--- src/rtl/core/assert_macros.svh ---
// Assertion macros for the RTL files; only the top-level detector includes them.
`ifndef ASSERT_MACROS_SVH
`define ASSERT_MACROS_SVH

// Check on every clock edge outside reset.
`define MSD_ASSERT(name, prop) \
  name: assert property (@(posedge clk) disable iff (rst) prop) \
    else $error("msd assertion failed");

// Check on every clock edge, reset included.
`define MSD_ASSERT_ALWAYS(name, prop) \
  name: assert property (@(posedge clk) prop) \
    else $error("msd assertion failed");

`endif

--- src/rtl/core/msd_pkg.sv ---
`default_nettype none

package msd_pkg;

  localparam int WINDOW_DEPTH = 5;

  localparam int SPEED_W   = 20;
  localparam int COURSE_W  = 16;
  localparam int TIME_W    = 32;
  localparam int LAT_W     = 31;
  localparam int LON_W     = 32;
  localparam int CFG_IDX_W = 2;

  localparam int SUM_W  = SPEED_W + $clog2(WINDOW_DEPTH);
  localparam int MEAN_K = SUM_W + $clog2(WINDOW_DEPTH);
  localparam longint unsigned MEAN_RECIP_INT =
    ((64'd1 << MEAN_K) + WINDOW_DEPTH - 1) / WINDOW_DEPTH;
  localparam logic [MEAN_K-1:0] MEAN_RECIP = MEAN_K'(MEAN_RECIP_INT);

  localparam logic [SPEED_W-1:0] LIMIT_RESET = 20'd1000;

  typedef enum logic [1:0] {
    MODE_UNKNOWN = 2'd0,
    MODE_STOPPED = 2'd1,
    MODE_ACCEL   = 2'd2
  } mode_t;

  typedef enum logic [CFG_IDX_W-1:0] {
    REG_STOP_LIMIT  = 2'd0,
    REG_START_LIMIT = 2'd1
  } cfg_reg_t;

  typedef struct packed {
    logic all_still;
    logic pair_below;
    logic prev_no_course;
  } win_stat_t;

  typedef struct packed {
    logic [TIME_W-1:0] tag;
    logic [LAT_W-1:0]  lat;
    logic [LON_W-1:0]  lon;
  } fix_pos_t;

endpackage

`default_nettype wire

--- src/rtl/core/motion_start_stop_detector.sv ---
// An accepted word is registered in stage one, then in the output stage.
// Throughput: one word per cycle; the window cells and the running sum update
// at acceptance, the mean (reciprocal multiply) is formed in the output stage.
// A stall on the output holds both stages; the input stays open while stage one is free.
// Reset: synchronous; clears the window, modes, fix records, limits to 1000.
`default_nettype none

module motion_start_stop_detector
  import msd_pkg::*;
(
  input  logic                 clk,
  input  logic                 rst,
  input  logic                 cfg_valid,
  output logic                 cfg_ready,
  input  logic [CFG_IDX_W-1:0] cfg_index,
  input  logic [SPEED_W-1:0]   cfg_data,
  input  logic                 in_valid,
  output logic                 in_ready,
  input  logic [SPEED_W-1:0]   speed,
  input  logic [COURSE_W-1:0]  course,
  input  logic [TIME_W-1:0]    time_tag,
  input  logic [LAT_W-1:0]     latitude,
  input  logic [LON_W-1:0]     longitude,
  output logic                 out_valid,
  input  logic                 out_ready,
  output logic [SPEED_W-1:0]   mean_speed,
  output logic [1:0]           vehicle_state,
  output logic [1:0]           measure_state,
  output logic                 clear_distance,
  output logic                 start_found,
  output logic [TIME_W-1:0]    start_time,
  output logic [LAT_W-1:0]     start_latitude,
  output logic [LON_W-1:0]     start_longitude
);

  `include "assert_macros.svh"

  logic [SPEED_W-1:0] stop_limit;
  logic [SPEED_W-1:0] start_limit;

  logic      adv;
  logic      in_fire;
  win_stat_t stat;
  logic [SUM_W-1:0] sum_next;

  mode_t    veh_mode;
  mode_t    meas_mode;
  fix_pos_t prev_fix;
  fix_pos_t start_rec;
  fix_pos_t cur_fix;

  mode_t    veh_chk;
  mode_t    meas_chk;
  mode_t    veh_next;
  mode_t    meas_next;
  logic     clear_now;
  logic     found_now;
  fix_pos_t start_next;

  logic             a_valid;
  logic [SUM_W-1:0] a_sum;
  mode_t            a_veh;
  mode_t            a_meas;
  logic             a_clear;
  logic             a_found;
  fix_pos_t         a_start;

  logic [SUM_W+MEAN_K-1:0] mean_prod;

  assign cfg_ready = !rst;

  always_ff @(posedge clk) begin
    if (rst) begin
      stop_limit  <= LIMIT_RESET;
      start_limit <= LIMIT_RESET;
    end else if (cfg_valid && cfg_ready) begin
      unique case (cfg_index)
        REG_STOP_LIMIT:  stop_limit  <= cfg_data;
        REG_START_LIMIT: start_limit <= cfg_data;
        default: ;
      endcase
    end
  end

  assign adv      = !out_valid || out_ready;
  assign in_ready = !rst && (!a_valid || adv);
  assign in_fire  = in_valid && in_ready;

  msd_window u_window (
    .clk         (clk),
    .rst         (rst),
    .shift       (in_fire),
    .speed_in    (speed),
    .course_in   (course),
    .stop_limit  (stop_limit),
    .start_limit (start_limit),
    .sum_next    (sum_next),
    .stat        (stat)
  );

  assign cur_fix = '{tag: time_tag, lat: latitude, lon: longitude};

  always_comb begin
    veh_chk    = stat.all_still ? MODE_STOPPED : veh_mode;
    clear_now  = (veh_chk == MODE_STOPPED);
    meas_chk   = clear_now ? MODE_STOPPED : meas_mode;
    found_now  = (course != '0) && stat.prev_no_course && stat.pair_below;
    veh_next   = found_now ? MODE_ACCEL : veh_chk;
    meas_next  = found_now ? MODE_ACCEL : meas_chk;
    start_next = found_now ? prev_fix : start_rec;
  end

  always_ff @(posedge clk) begin
    if (rst) begin
      veh_mode  <= MODE_UNKNOWN;
      meas_mode <= MODE_UNKNOWN;
      prev_fix  <= '0;
      start_rec <= '0;
    end else if (in_fire) begin
      veh_mode  <= veh_next;
      meas_mode <= meas_next;
      prev_fix  <= cur_fix;
      start_rec <= start_next;
    end
  end

  always_ff @(posedge clk) begin
    if (rst) begin
      a_valid <= 1'b0;
    end else if (in_fire) begin
      a_valid <= 1'b1;
    end else if (adv) begin
      a_valid <= 1'b0;
    end
  end

  always_ff @(posedge clk) begin
    if (in_fire) begin
      a_sum   <= sum_next;
      a_veh   <= veh_next;
      a_meas  <= meas_next;
      a_clear <= clear_now;
      a_found <= found_now;
      a_start <= start_next;
    end
  end

  assign mean_prod = {{MEAN_K{1'b0}}, a_sum} * {{SUM_W{1'b0}}, MEAN_RECIP};

  always_ff @(posedge clk) begin
    if (rst) begin
      out_valid <= 1'b0;
    end else if (adv) begin
      out_valid <= a_valid;
    end
  end

  always_ff @(posedge clk) begin
    if (adv && a_valid) begin
      mean_speed      <= mean_prod[MEAN_K +: SPEED_W];
      vehicle_state   <= a_veh;
      measure_state   <= a_meas;
      clear_distance  <= a_clear;
      start_found     <= a_found;
      start_time      <= a_start.tag;
      start_latitude  <= a_start.lat;
      start_longitude <= a_start.lon;
    end
  end

  `MSD_ASSERT(found_sets_accel, (in_fire && found_now) |=> (veh_mode == MODE_ACCEL && meas_mode == MODE_ACCEL))
  `MSD_ASSERT(clear_means_stopped, (a_valid && a_clear) |-> (a_meas == MODE_STOPPED || a_found))
  `MSD_ASSERT(stage_holds, (a_valid && !adv) |=> (a_valid && $stable(a_sum) && $stable(a_start)))
  `MSD_ASSERT_ALWAYS(reset_empties, rst |=> (!a_valid && !out_valid))

endmodule

`default_nettype wire

--- src/rtl/core/msd_cell.sv ---
`default_nettype none

module msd_cell
  import msd_pkg::*;
(
  input  logic               clk,
  input  logic               rst,
  input  logic               shift,
  input  logic [SPEED_W-1:0] speed_in,
  input  logic               no_course_in,
  input  logic [SPEED_W-1:0] stop_limit,
  output logic [SPEED_W-1:0] speed,
  output logic               no_course,
  output logic               still
);

  always_ff @(posedge clk) begin
    if (rst) begin
      speed     <= '0;
      no_course <= 1'b1;
    end else if (shift) begin
      speed     <= speed_in;
      no_course <= no_course_in;
    end
  end

  assign still = no_course && (speed < stop_limit);

endmodule

`default_nettype wire

--- src/rtl/core/msd_window.sv ---
`default_nettype none

module msd_window
  import msd_pkg::*;
(
  input  logic                clk,
  input  logic                rst,
  input  logic                shift,
  input  logic [SPEED_W-1:0]  speed_in,
  input  logic [COURSE_W-1:0] course_in,
  input  logic [SPEED_W-1:0]  stop_limit,
  input  logic [SPEED_W-1:0]  start_limit,
  output logic [SUM_W-1:0]    sum_next,
  output win_stat_t           stat
);

  logic [SPEED_W-1:0]      cell_speed [WINDOW_DEPTH];
  logic [WINDOW_DEPTH-1:0] cell_nc;
  logic [WINDOW_DEPTH-1:0] cell_still;
  logic [SUM_W-1:0]        running_sum;
  logic                    new_nc;
  logic                    new_still;
  logic [SPEED_W:0]        pair_sum;

  assign new_nc    = (course_in == '0);
  assign new_still = new_nc && (speed_in < stop_limit);

  for (genvar i = 0; i < WINDOW_DEPTH; i++) begin : g_cell
    logic [SPEED_W-1:0] speed_feed;
    logic               nc_feed;

    if (i == WINDOW_DEPTH - 1) begin : g_head
      assign speed_feed = speed_in;
      assign nc_feed    = new_nc;
    end else begin : g_body
      assign speed_feed = cell_speed[i+1];
      assign nc_feed    = cell_nc[i+1];
    end

    msd_cell u_cell (
      .clk          (clk),
      .rst          (rst),
      .shift        (shift),
      .speed_in     (speed_feed),
      .no_course_in (nc_feed),
      .stop_limit   (stop_limit),
      .speed        (cell_speed[i]),
      .no_course    (cell_nc[i]),
      .still        (cell_still[i])
    );
  end

  assign sum_next = running_sum + SUM_W'(speed_in) - SUM_W'(cell_speed[0]);

  always_ff @(posedge clk) begin
    if (rst) begin
      running_sum <= '0;
    end else if (shift) begin
      running_sum <= sum_next;
    end
  end

  assign pair_sum = {1'b0, cell_speed[WINDOW_DEPTH-1]} + {1'b0, cell_speed[WINDOW_DEPTH-2]};

  assign stat.all_still      = new_still && (&cell_still[WINDOW_DEPTH-1:1]);
  assign stat.pair_below     = pair_sum[SPEED_W:1] < start_limit;
  assign stat.prev_no_course = cell_nc[WINDOW_DEPTH-1];

endmodule

`default_nettype wire

--- config.mk ---
export PLATFORM = sky130hd
export DESIGN_NAME = motion_start_stop_detector
export DESIGN_NICKNAME = d
export VERILOG_FILES = /design/src/rtl/core/msd_pkg.sv /design/src/rtl/core/motion_start_stop_detector.sv /design/src/rtl/core/msd_cell.sv /design/src/rtl/core/msd_window.sv
export VERILOG_INCLUDE_DIRS = /design/src /design/src/rtl/core
export SDC_FILE = /design/constraint.sdc
export NUM_CORES = 2
export LEC_CHECK = 0
export BUFFER_PORTS_ARGS = -buffer_cell sky130_fd_sc_hd__buf_4
export CAP_MARGIN = 20
export CORE_UTILIZATION = 28
export CTS_CLUSTER_DIAMETER = 200
export DETAILED_ROUTE_END_ITERATION = 6
export SETUP_SLACK_MARGIN = 0.02
export SKIP_LAST_GASP = 1
export SYNTH_ARGS = -nofsm -noshare
export SYNTH_HDL_FRONTEND = slang
export SYNTH_SLANG_ARGS = --single-unit
--- constraint.sdc ---
create_clock -name clk -period 10.7 [get_ports clk]
set_clock_uncertainty 0.05 [all_clocks]
set_input_delay 0.535 -clock clk [delete_from_list [all_inputs] [get_ports clk]]
set_output_delay 0.535 -clock clk [all_outputs]
set_load 0.01 [all_outputs]
==> summary.txt <==
Placed design
  • Routability cong.: 0.8631
  • HPWL after detailed placement: 63470 microns
  • PortBufs: 281

Logic synthesis
  • Mean Syn Cell Area: 9.672 sq um
  • Synth warnings: 0
  • Distinct cells, synth: 77
  • Synthesized net count: 4164
  • Register area share after synthesis: 0.4335
  • Post-synth EDFFs: 245
  • Post-Syn Instances: 3488
  • Post-synthesis async set-or-reset flop share: 0
  • Post-Syn Area: 33730 sq um
  • Synth Flop Type: dfxtp_1
  • FF+latch count, synth: 608

Hold path
  • Worst min path class: in -> reg
  • Worst hold path cell count: 3
  • Min-delay src: cfg_data[8]

Route
  • Drt pass-1 iters: 5
  • Drt via density: 4.549
  • Antenna Nets Post-Route: 0
  • WL/cell: 16.32 microns
  • DR vias: 24430
  • Routed wire length: 87610 microns
  • Number of DRC markers in iteration 0: 1384
  • Remaining DRCs: 0

Timing
  • Setup TNS: 0 ps
  • Final Hold Violating Endpoints: 0
  • Setup violators final: 0
  • Max Freq: 143.8 MHz
  • Unrepaired setup endpoints after global routing: no
  • Final Slew Violations: 0
  • Tcrit/Tclk final: 0.6501
  • Slew HR: 0.2564
  • Worst-Margin Slew: 1115 ps
  • Crit path time final: 6956 ps

Cells and area
  • Most frequent cells in the layout: nand2_1 (640), inv_1 (500), dfxtp_1 (363)
  • Fillers: 12170
  • Area grow syn2layout: 18.10%
  • Area of the multi-input gates: 16630 sq um
  • Register area: 14620 sq um
  • Most common cell after layout, fill and taps aside: nand2_1
  • Nets@finish: 4382
  • Share of cells above drive strength 1: 0.1155

Die
  • Die height: 349.1 microns
  • Ports: 282
  • Die area: 121900 sq um
  • Row count: 126
  • Die width: 349.1 microns
  • Core area: 118700 sq um
  • Initial core utilization: 0.2842

GRT
  • Tot GR Track Use: 0.1426
  • Vias in the first global route: 24290
  • Largest net degree at the start of global routing: 192
  • GRT Residual Overflow: 0
  • First-pass GRT wire length: 137000 microns
  • Antenna violations before repair: 8

Critical path
  • R2R cell count: 23
  • Crit. End Element: register
  • Reg2reg end: mean_speed[16]$_DFFE_PP_
  • Worst R2R Setup Slack: 3740 ps
  • CP startpoint kind: register
  • Worst setup startpoint: a_sum[6]$_DFFE_PP_
  • CP required: 11020 ps
  • R2R Path Start: a_sum[6]$_DFFE_PP_
  • WP data arrival: 7280 ps
  • End of the critical path: mean_speed[16]$_DFFE_PP_
  • Critical Path Fanout Max: 5
  • Critical path type: reg -> reg

CTS
  • CTS Root Cell: clkbuf_16
  • Clk Latency, worst-skew pair: 640 ps
  • Post-CTS Resized: 0
  • Clk sinks: 608
  • Clk buf depth: 3
  • Post-CTS Setup Repair Bufs: 0
  • Cts hold-fix bufs: 0
  • Htree depth: 3
  • Clock Pin Slew Worst Setup and Hold Paths: 60 ps
  • CTS Buf Count: 71
  • CTS tree: yes

Run status
  • Status: completed

Job
  • Max-cap violations: 0
==> synth_stat cells (all sizes together), types with 19 or more instances <==
library cell	instances	area [sq um]
nand2	642	2410
inv	502	1884
dfxtp	363	7267
ha	354	4429
a21oi	318	1595
edfxtp	245	7357
o21ai	231	1160
fa	164	3283
o211ai	116	870.8
clkbuf	111	416.7
a21o	56	421.7
nor2	53	198.9
xnor2	45	394.1
buf	41	224.0
nand4	24	150.1
nor2b	19	118.9
==> state kept, by name (all words and copies together), names as in the netlist, 23 cells and up <==
signal and count:
u_window.g_cell.u_cell.speed 100, prev_fix 95, start_rec 95, start_longitude 32, start_latitude 31, start_time 32, a_sum 23, a_start 95
u_window.running_sum 23
==> final cells by class <==
cell class / count / area share
multi-input combinational: 2226 / 0.4173
sequential: 608 / 0.3671
timing repair buffer: 297 / 0.05775
clock buffer: 102 / 0.05053
tap: 1600 / 0.05025
inverter: 502 / 0.04736
clock inverter: 30 / 0.009390
antenna: 5 / 0.0003141
==> worst max-delay path: stages, from the launching register on <==
cell and delay, ps:
edfxtp_1 410, inv_1 60, ha_1 340, fa_1 520
fa_1 550, inv_1 100, fa_1 520, inv_1 90
fa_1 540, inv_1 60, fa_1 540, inv_1 60
fa_1 530, inv_1 50, ha_1 350, a21oi_1 140
o21ai_0 160, a311oi_1 360, nand3_1 150, o211ai_1 370
a21boi_2 150, a21boi_0 300, o21bai_1 110, xor2_1 150
==> worst min-delay path by stage <==
stage	endpoint
2_1_floorplan	clear_distance$_DFFE_PP_
3_3_place_gp	start_longitude[15]$_DFFE_PP_
3_5_place_dp	start_found$_DFFE_PP_
4_1_cts	stop_limit[8]$_SDFFE_PP1P_
5_1_grt	prev_fix[25]$_SDFFE_PP0P_
6_report	stop_limit[8]$_SDFFE_PP1P_
==> logic make-up (layout without fill, tap and decap cells) <==
kind of cell	Yosys count	in the layout	synth area share
adder cells (fa/ha/maj)	518	518	0.2286
buffers and inverters	654	931	0.07485
multiplexers	3	3	0.0009272
XOR/XNOR	59	59	0.01532
AND/OR/NAND/NOR	830	830	0.1029
flip-flops	608	608	0.4335
AO/OA/AOI/OAI	816	816	0.1439
other	0	5	0
==> per-stage QoR <==
stage | instances | worst slack (ps) | utilization | hold WS (ps) | cell area [sq um]
after floorplan | 3488 | 3176 | - | 350.3 | 33730
after global placement | 5231 | 3826 | 0.3150 | 350.7 | 37400
after detailed placement | 5231 | 3703 | 0.3150 | 354.5 | 37400
after CTS | 5363 | 3704 | 0.3351 | 43.55 | 39790
after global routing | 5369 | 3312 | 0.3356 | 62.74 | 39840
final | 5370 | 3744 | 0.3356 | 86.42 | 39840
==> metal layers <==
layer | global-route usage | vias up | routed length (microns)
li1 | - | 12190 | -
met3 | 0.03050 | 124 | 4455
met4 | 0.04449 | 4 | 2104
met1 | 0.1863 | 11710 | 39830
met5 | 0 | - | 22
met2 | 0.2340 | 403 | 41210
Power is not shown: default switching activity piles up to over one toggle a cycle in this logic, so the estimate is an artifact.
